`config.mk`:
```
export PLATFORM = sky130hd
export DESIGN_NAME = source_line_normalizer
export DESIGN_NICKNAME = d
export VERILOG_FILES = /design/src/rtl/sln_pkg.sv /design/src/rtl/sln_front.sv /design/src/rtl/sln_queue.sv /design/src/rtl/sln_back.sv /design/src/rtl/source_line_normalizer.sv
export SDC_FILE = /design/constraint.sdc
export NUM_CORES = 1
export LEC_CHECK = 0
export ABC_AREA = 1
export BUFFER_PORTS_ARGS = -buffer_cell sky130_fd_sc_hd__buf_2
export CAP_MARGIN = 20
export CORE_MARGIN = 1.5
export CORE_UTILIZATION = 55
export CTS_BUF_LIST = sky130_fd_sc_hd__clkbuf_4 sky130_fd_sc_hd__clkbuf_8 sky130_fd_sc_hd__clkbuf_16
export CTS_CLUSTER_SIZE = 40
export DETAILED_ROUTE_END_ITERATION = 10
export PLACE_DENSITY = 0.76
export SYNTH_ARGS = -nofsm -noshare
export SYNTH_HDL_FRONTEND = slang
export SYNTH_SLANG_ARGS = --single-unit
export TNS_END_PERCENT = 50
```
`constraint.sdc`:
```
create_clock -name clk -period 6.9 [get_ports clk]
set_clock_uncertainty 0.05 [all_clocks]
set_input_delay 2.07 -clock clk [delete_from_list [all_inputs] [get_ports clk]]
set_output_delay 2.07 -clock clk [all_outputs]
set_load 0.01 [all_outputs]
```
`src/rtl/sln_pkg.sv`:
```
`timescale 1ns / 1ps
// ----------------------------------------------------------------------------
// sln_pkg: shared types and constants of the source line normalizer
// Character codes, line limit, queue sizing, config indexes, beat bundles.
// ----------------------------------------------------------------------------
package sln_pkg;

  localparam int MAX_LINE = 128;
  localparam int LEN_W    = $clog2(MAX_LINE);
  localparam int LINE_W   = 16;

  localparam int Q_DEPTH  = 4;
  localparam int Q_AW     = $clog2(Q_DEPTH);
  localparam int Q_CW     = $clog2(Q_DEPTH + 1);

  localparam logic [7:0] CH_NUL   = 8'h00;
  localparam logic [7:0] CH_TAB   = 8'h09;
  localparam logic [7:0] CH_LF    = 8'h0a;
  localparam logic [7:0] CH_CR    = 8'h0d;
  localparam logic [7:0] CH_BLANK = 8'h20;
  localparam logic [7:0] CH_COMMA = 8'h2c;
  localparam logic [7:0] CH_LC_A  = 8'h61;
  localparam logic [7:0] CH_LC_Z  = 8'h7a;
  localparam logic [7:0] CASE_OFS = 8'h20;

  localparam logic [7:0] COMMENT_RESET = 8'd59;
  localparam logic [7:0] QUOTE_RESET   = 8'd34;

  localparam int CFG_IDX_W = 8;
  localparam logic [CFG_IDX_W-1:0] CFG_COMMENT = 8'd0;
  localparam logic [CFG_IDX_W-1:0] CFG_QUOTE   = 8'd1;

  typedef struct packed {
    logic [7:0] comment_char;
    logic [7:0] quote_char;
  } cfg_t;

  // Up to three output beats caused by one input byte, in order:
  // a released blank, a kept character, an end marker.
  typedef struct packed {
    logic              has_blank;
    logic              has_char;
    logic              has_eol;
    logic [7:0]        chr;
    logic              too_long;
    logic [LINE_W-1:0] line_number;
  } bundle_t;

endpackage

```
`src/rtl/sln_front.sv`:
```
`timescale 1ns / 1ps
// ----------------------------------------------------------------------------
// sln_front: byte classifier
// One byte per cycle unless q_full; tracks line state, pushes beat bundles.
// ----------------------------------------------------------------------------
module sln_front (
  input  logic                clk,
  input  logic                rst,
  input  sln_pkg::cfg_t       cfg,
  input  logic                in_valid,
  output logic                in_stall,
  input  logic [7:0]          in_byte,
  input  logic                q_full,
  output logic                q_push,
  output sln_pkg::bundle_t    q_data
);

  logic                            in_quote, in_quote_next;
  logic                            in_comment, in_comment_next;
  logic                            pending_blank, pending_blank_next;
  logic                            line_has_output, line_has_output_next;
  logic [7:0]                      prev_kept_char, prev_kept_char_next;
  logic [sln_pkg::LEN_W-1:0]       raw_length, raw_length_next;
  logic [sln_pkg::LINE_W-1:0]      line_counter, line_counter_next;

  logic                            accept;
  logic [7:0]                      c;
  logic [7:0]                      prev;
  logic                            quote_after;
  logic [sln_pkg::LEN_W-1:0]       len_inc;
  sln_pkg::bundle_t                bnd;

  assign in_stall = q_full;
  assign accept   = in_valid && !q_full;

  always_comb begin
    in_quote_next        = in_quote;
    in_comment_next      = in_comment;
    pending_blank_next   = pending_blank;
    line_has_output_next = line_has_output;
    prev_kept_char_next  = prev_kept_char;
    raw_length_next      = raw_length;
    line_counter_next    = line_counter;
    bnd                  = '0;
    bnd.line_number      = line_counter + sln_pkg::LINE_W'(1);
    len_inc              = raw_length + sln_pkg::LEN_W'(1);
    quote_after          = in_quote;
    prev                 = pending_blank ? sln_pkg::CH_BLANK : prev_kept_char;
    c                    = in_byte;
    if (in_byte >= sln_pkg::CH_LC_A && in_byte <= sln_pkg::CH_LC_Z) begin
      c = in_byte - sln_pkg::CASE_OFS;
    end

    if (in_byte == sln_pkg::CH_LF || in_byte == sln_pkg::CH_CR) begin
      bnd.has_eol          = line_has_output;
      line_counter_next    = line_counter + sln_pkg::LINE_W'(1);
      in_quote_next        = 1'b0;
      in_comment_next      = 1'b0;
      pending_blank_next   = 1'b0;
      line_has_output_next = 1'b0;
      raw_length_next      = '0;
    end else begin
      raw_length_next = len_inc;
      if (!in_comment) begin
        if (c == sln_pkg::CH_NUL || (c == cfg.comment_char && !in_quote)) begin
          in_comment_next = 1'b1;
        end else begin
          quote_after   = in_quote ^ (c == cfg.quote_char);
          in_quote_next = quote_after;
          if (c == sln_pkg::CH_BLANK) begin
            if (line_has_output && (quote_after ||
                (prev != sln_pkg::CH_BLANK && prev != sln_pkg::CH_COMMA))) begin
              bnd.has_blank      = pending_blank;
              pending_blank_next = 1'b1;
              if (pending_blank) begin
                prev_kept_char_next = sln_pkg::CH_BLANK;
              end
            end
          end else if (c == sln_pkg::CH_TAB) begin
            if (line_has_output && prev != sln_pkg::CH_BLANK &&
                prev != sln_pkg::CH_COMMA) begin
              pending_blank_next = 1'b1;
            end
          end else begin
            bnd.has_blank        = pending_blank;
            bnd.has_char         = 1'b1;
            bnd.chr              = c;
            pending_blank_next   = 1'b0;
            prev_kept_char_next  = c;
            line_has_output_next = 1'b1;
          end
        end
      end
      if (32'(len_inc) >= sln_pkg::MAX_LINE - 1) begin
        bnd.has_eol          = line_has_output_next;
        bnd.too_long         = 1'b1;
        line_counter_next    = line_counter + sln_pkg::LINE_W'(1);
        in_quote_next        = 1'b0;
        in_comment_next      = 1'b0;
        pending_blank_next   = 1'b0;
        line_has_output_next = 1'b0;
        raw_length_next      = '0;
      end
    end
  end

  assign q_push = accept && (bnd.has_blank || bnd.has_char || bnd.has_eol);
  assign q_data = bnd;

  always_ff @(posedge clk) begin
    if (rst) begin
      in_quote        <= 1'b0;
      in_comment      <= 1'b0;
      pending_blank   <= 1'b0;
      line_has_output <= 1'b0;
      prev_kept_char  <= '0;
      raw_length      <= '0;
      line_counter    <= '0;
    end else if (accept) begin
      in_quote        <= in_quote_next;
      in_comment      <= in_comment_next;
      pending_blank   <= pending_blank_next;
      line_has_output <= line_has_output_next;
      prev_kept_char  <= prev_kept_char_next;
      raw_length      <= raw_length_next;
      line_counter    <= line_counter_next;
    end
  end

endmodule

```
`src/rtl/sln_queue.sv`:
```
`timescale 1ns / 1ps
// ----------------------------------------------------------------------------
// sln_queue: bundle queue
// Short register FIFO between the classifier and the beat sequencer.
// ----------------------------------------------------------------------------
module sln_queue (
  input  logic             clk,
  input  logic             rst,
  input  logic             push,
  input  sln_pkg::bundle_t push_data,
  input  logic             pop,
  output sln_pkg::bundle_t pop_data,
  output logic             full,
  output logic             empty
);

  sln_pkg::bundle_t             mem [sln_pkg::Q_DEPTH];
  logic [sln_pkg::Q_AW-1:0]     wr_ptr;
  logic [sln_pkg::Q_AW-1:0]     rd_ptr;
  logic [sln_pkg::Q_CW-1:0]     count;
  logic                         do_push;
  logic                         do_pop;

  assign full     = (32'(count) == sln_pkg::Q_DEPTH);
  assign empty    = (count == '0);
  assign do_push  = push && !full;
  assign do_pop   = pop && !empty;
  assign pop_data = mem[rd_ptr];

  always_ff @(posedge clk) begin
    if (do_push) begin
      mem[wr_ptr] <= push_data;
    end
  end

  always_ff @(posedge clk) begin
    if (rst) begin
      wr_ptr <= '0;
      rd_ptr <= '0;
      count  <= '0;
    end else begin
      if (do_push) begin
        wr_ptr <= wr_ptr + sln_pkg::Q_AW'(1);
      end
      if (do_pop) begin
        rd_ptr <= rd_ptr + sln_pkg::Q_AW'(1);
      end
      if (do_push && !do_pop) begin
        count <= count + sln_pkg::Q_CW'(1);
      end else if (do_pop && !do_push) begin
        count <= count - sln_pkg::Q_CW'(1);
      end
    end
  end

endmodule

```
`src/rtl/sln_back.sv`:
```
`timescale 1ns / 1ps
// ----------------------------------------------------------------------------
// sln_back: beat sequencer
// Holds one bundle in its output register and sends its beats in order.
// ----------------------------------------------------------------------------
module sln_back (
  input  logic                       clk,
  input  logic                       rst,
  input  logic                       q_empty,
  input  sln_pkg::bundle_t           q_data,
  output logic                       q_pop,
  output logic                       out_valid,
  input  logic                       out_stall,
  output logic [7:0]                 out_char,
  output logic                       end_of_line,
  output logic [sln_pkg::LINE_W-1:0] line_number,
  output logic                       line_too_long,
  output logic                       run_last
);

  sln_pkg::bundle_t cur;
  logic             busy;
  logic [2:0]       rem, rem_next;
  logic [2:0]       first;
  logic             beat_taken;
  logic             load;

  always_comb begin
    first = 3'b000;
    if (rem[0]) begin
      first = 3'b001;
    end else if (rem[1]) begin
      first = 3'b010;
    end else if (rem[2]) begin
      first = 3'b100;
    end
  end

  assign rem_next   = rem & ~first;
  assign out_valid  = busy;
  assign beat_taken = busy && !out_stall;
  assign run_last   = (rem_next == 3'b000);
  assign load       = !q_empty && (!busy || (beat_taken && run_last));
  assign q_pop      = load;

  assign out_char      = first[0] ? sln_pkg::CH_BLANK : (first[1] ? cur.chr : 8'h00);
  assign end_of_line   = first[2];
  assign line_too_long = first[2] && cur.too_long;
  assign line_number   = cur.line_number;

  always_ff @(posedge clk) begin
    if (load) begin
      cur <= q_data;
    end
  end

  always_ff @(posedge clk) begin
    if (rst) begin
      busy <= 1'b0;
      rem  <= 3'b000;
    end else if (load) begin
      busy <= 1'b1;
      rem  <= {q_data.has_eol, q_data.has_char, q_data.has_blank};
    end else if (beat_taken) begin
      busy <= !run_last;
      rem  <= rem_next;
    end
  end

endmodule

```
`src/rtl/source_line_normalizer.sv`:
```
`timescale 1ns / 1ps
// ----------------------------------------------------------------------------
// source_line_normalizer: raw source bytes to normalized line beats
// Classifier front, bundle queue, beat sequencer with registered output.
//
//   channel | direction | handshake            | payload
//   --------+-----------+----------------------+------------------------------
//   in      | sink      | in_valid / in_stall  | in_byte
//   out     | source    | out_valid / out_stall| out_char, end_of_line,
//           |           |                      | line_number, line_too_long,
//           |           |                      | run_last
//   cfg     | sink      | cfg_valid / cfg_ready| cfg_index, cfg_data
//
// One input byte is accepted per cycle while the bundle queue has room.
// Each byte yields zero to three output beats; the sequencer sends one beat
// per cycle unless out_stall, so output beats set the sustained rate when
// bytes expand. A byte's first output beat passes the bundle queue and then
// the sequencer's output register before it is valid.
// Synchronous reset clears line state, the queue and the sequencer's valid.
// Output stall backs up the queue; the input stalls only when it is full.
// ----------------------------------------------------------------------------
module source_line_normalizer (
  input  logic                            clk,
  input  logic                            rst,
  input  logic                            in_valid,
  output logic                            in_stall,
  input  logic [7:0]                      in_byte,
  output logic                            out_valid,
  input  logic                            out_stall,
  output logic [7:0]                      out_char,
  output logic                            end_of_line,
  output logic [sln_pkg::LINE_W-1:0]      line_number,
  output logic                            line_too_long,
  output logic                            run_last,
  input  logic                            cfg_valid,
  output logic                            cfg_ready,
  input  logic [sln_pkg::CFG_IDX_W-1:0]   cfg_index,
  input  logic [7:0]                      cfg_data
);

  sln_pkg::cfg_t    cfg;
  sln_pkg::bundle_t push_data;
  sln_pkg::bundle_t pop_data;
  logic             q_push;
  logic             q_pop;
  logic             q_full;
  logic             q_empty;

  assign cfg_ready = 1'b1;

  always_ff @(posedge clk) begin
    if (rst) begin
      cfg.comment_char <= sln_pkg::COMMENT_RESET;
      cfg.quote_char   <= sln_pkg::QUOTE_RESET;
    end else if (cfg_valid && cfg_ready) begin
      unique case (cfg_index)
        sln_pkg::CFG_COMMENT: cfg.comment_char <= cfg_data;
        sln_pkg::CFG_QUOTE:   cfg.quote_char   <= cfg_data;
        default: ;
      endcase
    end
  end

  sln_front u_front (
    .clk      (clk),
    .rst      (rst),
    .cfg      (cfg),
    .in_valid (in_valid),
    .in_stall (in_stall),
    .in_byte  (in_byte),
    .q_full   (q_full),
    .q_push   (q_push),
    .q_data   (push_data)
  );

  sln_queue u_queue (
    .clk       (clk),
    .rst       (rst),
    .push      (q_push),
    .push_data (push_data),
    .pop       (q_pop),
    .pop_data  (pop_data),
    .full      (q_full),
    .empty     (q_empty)
  );

  sln_back u_back (
    .clk           (clk),
    .rst           (rst),
    .q_empty       (q_empty),
    .q_data        (pop_data),
    .q_pop         (q_pop),
    .out_valid     (out_valid),
    .out_stall     (out_stall),
    .out_char      (out_char),
    .end_of_line   (end_of_line),
    .line_number   (line_number),
    .line_too_long (line_too_long),
    .run_last      (run_last)
  );

  a_rst_clears_out: assert property (@(posedge clk) rst |=> !out_valid)
    else $error("output valid after reset");

  a_eol_is_last: assert property (@(posedge clk) disable iff (rst)
    out_valid && end_of_line |-> run_last && out_char == 8'h00)
    else $error("end marker not last beat of its byte");

  a_too_long_on_eol: assert property (@(posedge clk) disable iff (rst)
    out_valid && line_too_long |-> end_of_line)
    else $error("too-long flag on character beat");

  a_run_continues: assert property (@(posedge clk) disable iff (rst)
    out_valid && !out_stall && !run_last |=> out_valid)
    else $error("beat run broken before its last beat");

endmodule
```
== After elaboration in Yosys (flattened, before gate mapping) ==
Memory sizes are Yosys's and may differ from the RTL's. A register that Yosys moved wholly into a read port is not among the register bits.
Cells that the tools add are included.

* Register bits after elaboration: 87
* Bits in writable memories: 112
* Input bits: 29
* Word-level logic and storage cells: 154
* Memories: 1

{| class="wikitable"
|+ Memory list
! memory !! words !! width !! read ports !! clocked after Yosys merged registers in !! write ports !! line !! RTL
|-
| u_queue.mem || 4 || 28 || 1 || 1 || 1 || sln_queue.sv:17 || <nowiki>sln_pkg::bundle_t mem [sln_pkg::Q_DEPTH];</nowiki>
|}

* Add/sub/neg operators: 7
* Order comparisons: 3
* Eq/ne operators: 16
* Muxes and demuxes: 61
* Bitwise operators: 6
* Reduce and logical (&&, ||, !) cells: 43

{| class="wikitable"
|+ Operator list
! cell !! count
|-
| $mux 8 || 11
|-
| $mux 1 || 32
|-
| $mux 16 || 2
|-
| $eq 8x4->1 const B || 3
|-
| $mux 3 || 7
|-
| $add 16x1->16 const B || 1
|-
| $eq 8x8->1 || 2
|-
| $logic_and 1x1->1 || 16
|-
| $logic_not 8->1 || 2
|-
| $ne 8x6->1 const B || 2
|-
| $mux 7 || 2
|-
| $mux 2 || 6
|-
| $mux 9 || 1
|-
| $eq 8x1->1 const B || 1
|-
| $eq 8x6->1 const B || 1
|-
| $ge 8x7->1 const B || 1
|-
| $le 8x7->1 const B || 1
|-
| $logic_not 1->1 || 8
|-
| $sub 8x6->8 const B || 1
|-
| $add 7x1->7 const B || 1
|-
| $ge 7x7->1 const B || 1
|-
| $logic_not 3->1 || 2
|-
| $logic_or 1x1->1 || 6
|-
| $reduce_and 2->1 || 3
|-
| 18 further kinds || 23
|}

== Depth between registers and ports, before layout ==
Gate-level depths: netlist of run 1.

* Depth in word-level cells: 20
* Depth in mapped cells: 26
* Depth with buffers taken out: 26

== By module ==
From an unflattened synthesis of run 1, not the netlist that was laid out.

* Cell total of the unflattened synthesis: 953
* Area, all modules: 9245.1 um2

{| class="wikitable"
|+ By module, submodules not included
! module !! instances !! cells an instance !! area an instance (um2) !! sequential area each (um2)
|-
| sln_queue || 1 || 341 || 4640.7 || 3543.4
|-
| sln_front || 1 || 413 || 2641.3 || 700.7
|-
| sln_back || 1 || 97 || 1209.9 || 830.8
|-
| source_line_normalizer || 1 || 102 || 753.2 || 320.3
|}

== Worst setup path before layout of run 1 ==
Ideal clock, no wire load.

* Path type: in2reg
* Start point: in in_byte[6]
* End point: mem u_queue.mem[0][0] in the netlist's numbering, enable pin
* Library setup time: 0.413 ns
* Arrival: 4.626 ns
* Data required time: 6.437 ns
* Path slack: 1.811 ns
* Cell stages on the path: 16
* Path buffers: 1
* Cells stage by stage: buf_6 inv_1 ha_1 nand3_2 nand2_2 nand2_1 nand2_1 nand2_1 nor2_2 nor2_2 nand3_2 o21ai_2 inv_2 nand2_2 nand2_1 nor2_1

* Word-level cells in the longest chain between the ends: 18
* Elaborated cells between the ends (all ways): 37

{| class="wikitable"
|+ Ends and longest elaborated chain
! what !! line !! RTL
|-
| start, declared || source_line_normalizer.sv:27 || <nowiki>input logic [7:0] in_byte,</nowiki>
|-
| $ge 8x7->1 / $le 8x7->1 (equally long branches) || sln_front.sv:50 || <nowiki>if (in_byte >= sln_pkg::CH_LC_A && in_byte <= sln_pkg::CH_LC_Z) begin</nowiki>
|-
| $logic_and 1x1->1 || sln_front.sv:50 ||
|-
| $mux 8 || sln_front.sv:50 ||
|-
| $eq 8x8->1 || sln_front.sv:68 || <nowiki>quote_after = in_quote ^ (c == cfg.quote_char);</nowiki>
|-
| $xor 1x1->1 || sln_front.sv:68 ||
|-
| $logic_or 1x1->1 || sln_front.sv:71 || <nowiki>if (line_has_output && (quote_after ||</nowiki>
|-
| $logic_and 1x1->1 || sln_front.sv:71 ||
|-
| $mux 1 || sln_front.sv:71 ||
|-
| (+2 left out) || - ||
|-
| $mux 2 || sln_front.sv:64 || <nowiki>if (!in_comment) begin</nowiki>
|-
| $mux 2 || sln_front.sv:54 || <nowiki>if (in_byte == sln_pkg::CH_LF || in_byte == sln_pkg::CH_CR) begin</nowiki>
|-
| $logic_or 1x1->1 || sln_front.sv:107 || <nowiki>assign q_push = accept && (bnd.has_blank || bnd.has_char || bnd.has_eol);</nowiki>
|-
| $logic_or 1x1->1 (*) || sln_front.sv:107 ||
|-
| $logic_and 1x1->1 (*) || sln_front.sv:107 ||
|-
| $logic_and 1x1->1 (*) || sln_queue.sv:26 || <nowiki>assign do_push = push && !full;</nowiki>
|-
| $mux 1 (*) || sln_queue.sv:31 || <nowiki>if (do_push) begin</nowiki>
|-
| $mux 1 (not written as such) (*) || sln_queue.sv:32 || <nowiki>mem[wr_ptr] <= push_data;</nowiki>
|-
| end, declared || sln_queue.sv:17 ||
|}

Every way passes the cells marked *; elsewhere a longest branch is shown, timed or not.

== Worst setup path in the final report of run 1 ==
* Start point: in in_byte[6]
* End point: reg u_queue.count[2] in the netlist's numbering

* Word-level cells in the longest chain between the ends: 19
* Elaborated cells between the ends (all ways): 40

{| class="wikitable"
|+ Ends and longest elaborated chain
! what !! line !! RTL
|-
| $ge 8x7->1 / $le 8x7->1 (equally long branches) || sln_front.sv:50 ||
|-
| $logic_and 1x1->1 || sln_front.sv:50 ||
|-
| $mux 8 || sln_front.sv:50 ||
|-
| $eq 8x8->1 || sln_front.sv:68 ||
|-
| $xor 1x1->1 || sln_front.sv:68 ||
|-
| $logic_or 1x1->1 || sln_front.sv:71 ||
|-
| $logic_and 1x1->1 || sln_front.sv:71 ||
|-
| $mux 1 || sln_front.sv:71 ||
|-
| (+4 left out) || - ||
|-
| $logic_or 1x1->1 || sln_front.sv:107 ||
|-
| $logic_or 1x1->1 (*) || sln_front.sv:107 ||
|-
| $logic_and 1x1->1 (*) || sln_front.sv:107 ||
|-
| $logic_and 1x1->1 (*) || sln_queue.sv:26 ||
|-
| net u_queue.do_push || sln_queue.sv:21 || <nowiki>logic do_push;</nowiki>
|-
| $logic_not 1->1 || sln_queue.sv:50 || <nowiki>end else if (do_pop && !do_push) begin</nowiki>
|-
| $logic_and 1x1->1 || sln_queue.sv:50 ||
|-
| $reduce_bool 2->1 (no line) || - ||
|-
| end signal, assigned || sln_queue.sv:49 || <nowiki>count <= count + sln_pkg::Q_CW'(1);</nowiki>
|-
| end signal, assigned || sln_queue.sv:51 || <nowiki>count <= count - sln_pkg::Q_CW'(1);</nowiki>
|-
| end, declared || sln_queue.sv:20 || <nowiki>logic [sln_pkg::Q_CW-1:0] count;</nowiki>
|}

The timed path passes the listed nets; every way through them passes the cells marked *.
A chain may end at the register's enable or synchronous reset.

==> impl_metrics.yaml, run 1 <==
sta:
  finalHoldViolations: 0
  maxSlewViolCount: 0
  tns_ns: 0
  fin_crit_ns: 4.602
  max_freq_ghz: 0.2173
  relSlewSlack_pct: 45.33
  rsz0062_at_grt: "false"
  setup_viol: 0
  post-route-period-util_pct: 66.69
  worst_pin_slew_ns: 0.8191
place:
  io_buffers: 57
  dpl.hpwl_mm: 11.13
  globalplace.congestion: 0.9079
cells_and_area:
  area_growth_pct: 11.30
  antennaDiodeCount: 0
  drive_gt1_share_pct: 16.58
  fillers: 1306
  fin_nets: 959
power_and_ir_drop:
  p_total_w: 0.003433
  power.density_nw_per_um2: 349.8
  leakage_nw: 3.856
  ir_drop_mv: 0.1564
routing:
  routed_wl_mm: 17.26
  dr.pass1.iters: 5
  vias: 6115
  routedWlPerCell_um: 15.00
  drc_errors: 0
  vias_per_cell: 5.313
  drt-initial-drc-count: 440
  postRouteAntennaNets: 0
clock_network:
  cts_hold_buf: 0
  cts_sinks: 201
  clkTransAtPathRegs_ns: 0.06
  cts_max_path_buffers: 3
  tritoncts: "built"
  cts-htree-levels: 1
  cts_root_buffer: "clkbuf_16"
  clk_latency_ns: 0.49
  cts_setup_buffers: 0
  cts_resized: 0
  cts_made_buffers: 21
global_routing:
  grt_max_degree: 58
  grt_pass1_vias: 5741
  grt_pass1_wl_mm: 28.63
  gr-total-overflow: 0
  antenna_found_initial: 0
  grt_usage_pct: 21.49
yosys:
  seq_area_frac_synth_pct: 61.20
  netlist_instances: 877
  ys_ff_latch: 201
  synth_ff_type: "edfxtp_1"
  avgSynthCellArea_sq_um: 10.05
  synthAdderAreaFrac_pct: 1.504
  yosysWarnings: 0
  syn_nets: 916
  syn-cell-area_sq_um: 8816
  synth_top_family_by_area: "simple AND/OR/NAND/NOR gates"
  synth-simple-area-share_pct: 17.30
  synthMuxAreaShare_pct: 0
  async_reset_ff_share_pct: 0
  synth_xor_area_share_pct: 2.186
  synth_edf_count: 137
  synth_cell_types: 51
  synth-compound-area-share_pct: 10.54
setup_path:
  critPathCaptureType: "register"
  r2r-end: "u_queue.count[2]"
  r2r_cells: 20
  rrSetupSlack_ns: 3.53
  worstSetupStartpointType: "input pin"
  worstPathArrival_ns: 4.93
  regToRegStartpoint: "u_front.raw_length[0]"
  cp.required_ns: 7.23
  critPathKind: "in -> reg"
  worstPathMaxFanout: 8
min_path:
  hold_start: "cfg[4]"
  min_path_type: "reg -> reg"
  hold_end: "cfg[4]"
  whs_path_depth: 2
floorplan:
  start_util_pct: 55.90
  io_pins: 59
  fp.dieH_um: 129.6
  die_area_sq_um: 16800
  num_rows: 46
  coreArea_sq_um: 15770
  dieWidth_um: 129.6
status:
  status: "finished, final reports clean"
flow_run:
  drv_cap: 0
==> cells in the final DEF (no fill, tap or decap), drive strengths merged <==
| cell | instances |
|---|---|
| buf | 66 |
| xnor2 | 2 |
| o22ai | 31 |
| a21oi | 35 |
| a31oi | 1 |
| o21a | 1 |
| nor3b | 1 |
| o211ai | 3 |
| nor4 | 2 |
| or2 | 7 |
| clkinv | 13 |
| nand3 | 48 |
| ha | 9 |
| nand4 | 7 |
| clkbuf | 28 |
| nand2 | 107 |
| nor2 | 143 |
| inv | 93 |
| fa | 1 |
| nand3b | 2 |
| o2111ai | 1 |
| o41ai | 1 |
| and2 | 1 |
| a22oi | 1 |
| dfxtp | 64 |
| or4 | 1 |
| xor2 | 20 |
| conb | 1 |
| edfxtp | 137 |
| nor3 | 12 |
| o21ai | 96 |
==> worst max-delay path: stages <==
cell     delay, ns
buf_2         0.18
inv_1         0.07
ha_1          0.30
nand3_2       0.14
nand2_2       0.10
nand2_1       0.07
nand2_1       0.04
nand2_1       0.07
nor2_2        0.05
nor2_2        0.15
nand3_2       0.13
o21ai_2       0.09
inv_2         0.04
nand2_2       0.09
nand2_1       0.17
inv_1         0.11
ha_1          0.14
inv_1         0.06
fa_1          0.37
a21oi_1       0.14
o21ai_0       0.12
o21ai_0       0.17
a21oi_1       0.05
==> cells in the mapped netlist (3+ instances only) <==
library cell	number	area, sq um
edfxtp_1	137	4114
nor2_1	136	510.5
nand2_1	99	371.6
o21ai_0	89	445.4
inv_1	80	300.3
dfxtp_1	64	1281
nand3_1	39	195.2
a21oi_1	34	170.2
o22ai_1	31	193.9
clkbuf_1	23	86.33
xor2_1	20	175.2
buf_4	18	135.1
inv_2	11	41.29
nor3_1	11	55.05
ha_1	9	112.6
nand3_2	7	70.07
or2_2	7	43.79
nor2_2	6	37.54
nand2_2	5	31.28
nand4_1	5	31.28
o21ai_1	5	25.02
nand2_4	3	33.78
o211ai_1	3	22.52
==> sequential cells by signal, summed over array words and instances (netlist names), 2 cells and up, named ones only <==
| name | count |
|---|---|
| u_back.line_number | 16 |
| u_back.cur | 9 |
| u_back.rem | 3 |
| u_queue.rd_ptr | 2 |
| u_queue.mem | 112 |
| u_front.raw_length | 7 |
| u_front.prev_kept_char | 8 |
| u_queue.count | 3 |
| cfg | 16 |
| u_front.line_counter | 16 |
| u_queue.wr_ptr | 2 |
==> final cells by class <==
class	count	area [sq um]	area share, %
timing repair buffer	66	352.8	3.596
inverter	96	369.1	3.762
clock buffer	28	578.1	5.891
multi-input combinational	534	2794	28.47
sequential	201	5395	54.99
tap	216	270.3	2.754
clock inverter	10	52.55	0.5356
==> kinds of logic after synthesis <==
| kind of cell | after synthesis |
|---|---|
| other | 1 |
| AND/OR/NAND/NOR | 331 |
| flip-flops | 201 |
| adder cells (fa/ha/maj) | 10 |
| buffers and inverters | 142 |
| AO/OA/AOI/OAI | 170 |
| XOR/XNOR | 22 |
==> how the worst max path moves through the flow <==
stage | start | end | slack [ns] | cells past startpoint
floorplan | in_byte[6] | u_queue.mem[0][0] | 1.81 | 16
global placement | in_byte[4] | u_queue.count[2] | 1.92 | 23
detailed placement | in_byte[7] | u_queue.count[2] | 1.82 | 25
CTS | in_byte[7] | u_queue.count[2] | 2.32 | 27
global route | in_byte[2] | u_queue.count[2] | 1.98 | 25
finish | in_byte[6] | u_queue.count[2] | 2.30 | 23
==> through the flow <==
step | cell area, sq um | worst slack, ns | utilization, % | cells | hold WS [ns]
CTS | 9812 | 2.317 | 62.22 | 1151 | 0.4254
finish | 9812 | 2.298 | 62.22 | 1151 | 0.4298
global placement | 9181 | 1.916 | 58.22 | 1113 | 0.4043
global route | 9812 | 1.976 | 62.22 | 1151 | 0.4564
floorplan | 8816 | 1.811 | - | 877 | 0.3865
detailed placement | 9181 | 1.818 | 58.22 | 1113 | 0.4160
==> routing by layer <==
layer	global-route usage [%]	up-vias	part of all wire (%)
met5	0	-	0
met4	6.078	0	2.1
met3	2.766	32	5.3
met2	35.14	162	46
met1	30.39	2863	46
li1	-	3058	-
==> power breakdown <==
| part | internal (W) | switching (W) |
|---|---|---|
| clock | 0.000592 | 0.000432 |
| combinational | 0.000252 | 0.000561 |
| sequential | 0.00153 | 0.0000618 |
Note: power is estimated with default switching activity, not from simulation.
==> inputs of run 2 (changes only) <==
clock period = 4.3 ns   (was 6.9 ns; I/O delays follow)
==> impl_metrics.yaml, run 2 (same netlist as run 1, synthesis figures left out) <==
clock_network:
  cts_sinks: 201
  cts_resized: 0
  cts_root_buffer: "clkbuf_16"
  clk_latency_ns: 0.49
  cts_setup_buffers: 0
  tritoncts: "built"
  cts_hold_buf: 0
  cts_max_path_buffers: 3
  clkTransAtPathRegs_ns: 0.06
  cts-htree-levels: 1
  cts_made_buffers: 21
sta:
  fin_crit_ns: 3.641
  whs_ns: 0.4075
  finalHoldViolations: 0
  worst_pin_slew_ns: 0.8908
  max_freq_ghz: 0.2747
  post-route-period-util_pct: 84.66
  tns_ns: 0
  maxSlewViolCount: 0
  setup_viol: 0
  rsz0062_at_grt: "false"
  relSlewSlack_pct: 40.55
floorplan:
  dieWidth_um: 129.6
  start_util_pct: 55.90
  coreArea_sq_um: 15770
  num_rows: 46
  io_pins: 59
  fp.dieH_um: 129.6
  die_area_sq_um: 16800
setup_path:
  worstPathArrival_ns: 3.97
  regToRegStartpoint: "u_front.raw_length[0]"
  crit_path_start: "in_byte[7]"
  worstSetupStartpointType: "input pin"
  worstPathMaxFanout: 5
  critPathKind: "in -> reg"
  rrSetupSlack_ns: 1.03
  critPathCaptureType: "register"
  r2r_cells: 20
  crit_end: "u_queue.count[2]"
  r2r-end: "u_queue.count[2]"
  cp.required_ns: 4.63
place:
  io_buffers: 57
  dpl.hpwl_mm: 10.98
  globalplace.congestion: 0.9213
routing:
  routed_wl_mm: 17.11
  routedWlPerCell_um: 14.84
  postRouteAntennaNets: 0
  drt-initial-drc-count: 366
  drc_errors: 0
  vias: 6091
  dr.pass1.iters: 7
  vias_per_cell: 5.283
power_and_ir_drop:
  leakage_nw: 3.873
  p_total_w: 0.005575
  ir_drop_mv: 0.2742
  power.density_nw_per_um2: 564.0
cells_and_area:
  area_growth_pct: 12.13
  fillers: 1285
  antennaDiodeCount: 0
  multi_input_area_sq_um: 2794
  ff_latch_area_sq_um: 5395
  final_cell_mix: "137 x edfxtp_1, 132 x nor2_1, 99 x nand2_1, 89 x o21ai_0, 80 x inv_1"
  fin_nets: 961
  largest_reg_flops: 112
  mostFrequentLayoutCell: "edfxtp_1"
  largest_register: "u_queue.mem"
  drive_gt1_share_pct: 16.97
flow_run:
  drv_cap: 0
global_routing:
  grt_pass1_vias: 5749
  grt_usage_pct: 21.12
  met1_usage_pct: 28.41
  grt_max_degree: 57
  grt_pass1_wl_mm: 27.88
  antenna_found_initial: 0
  grt-busiest-layer: "met2"
  use_met2_pct: 35.54
  gr-total-overflow: 0
  use_met3_pct: 2.725
status:
  status: "finished, final reports clean"
min_path:
  min_path_type: "reg -> reg"
==> run 2: cell types whose count changed in the layout (fill, tap and decap cells not counted), sizes merged <==
| cell | delta |
|---|---|
| clkbuf | -3 |
| clkinvlp | +3 |
| buf | +2 |
| clkinv | -2 |
| inv | +2 |
==> run 2: through the flow <==
stage               util [%]  worst slack (ns)  instance area [sq um]  cells
floorplan                  -         -0.009039                   8816    877
CTS                    62.69            0.6748                   9886   1153
global placement       58.55            0.2312                   9234   1115
finish                 62.69            0.6594                   9886   1153
global route           62.69            0.2436                   9886   1153
detailed placement     58.55            0.1625                   9234   1115
==> run 2: area by class of cell <==
type | instances | area share [%]
Sequential cell | 201 | 54.58
Multi-Input combinational cell | 534 | 28.26
Clock inverter | 13 | 0.9113
Inverter | 96 | 3.734
Tap cell | 216 | 2.734
Clock buffer | 25 | 5.683
Timing Repair Buffer | 68 | 4.101
==> run 2: power by group <==
part	internal [W]	switching, W	total, W
combinational	0.000419	0.000881	0.00130
clock	0.000949	0.000739	0.00169
sequential	0.00246	0.000127	0.00259
==> run 2: how the worst min path moves through the flow <==
stage	from	end	slack (ns)	cells past startpoint
CTS	u_queue.rd_ptr[1]	register	0.41	2
floorplan	u_queue.rd_ptr[1]	register	0.39	2
detailed placement	u_queue.rd_ptr[1]	register	0.41	2
finish	u_queue.rd_ptr[1]	register	0.41	2
global route	cfg[14]	cfg[14]	0.45	2
global placement	u_queue.rd_ptr[1]	register	0.40	2
==> run 2: routing by layer <==
metal / part of all wire [%] / wire length [um] / vias up
met5: 0 / 0 / -
met4: 2.6 / 452 / 0
met3: 5.1 / 867 / 39
met2: 47 / 7989 / 160
met1: 46 / 7803 / 2837
li1: - / - / 3055
==> run 2: worst max-delay path, cell delays in order <==
cell and delay, ns:
buf_2 0.10, inv_1 0.12, nand2_1 0.09, nor2_2 0.11, nand2_2 0.08, clkinv_4 0.07
nand2_4 0.07, nand3_1 0.07, nand2_1 0.06, nor2_2 0.10, nand3_1 0.08, nand2_1 0.10
nand3_2 0.10, nand3_2 0.10, nand3_1 0.12, nand2_2 0.13, nand2_1 0.08, inv_1 0.07
ha_1 0.13, inv_1 0.07, fa_1 0.38, a21oi_1 0.14, o21ai_0 0.11, o21ai_0 0.15
a21oi_1 0.05
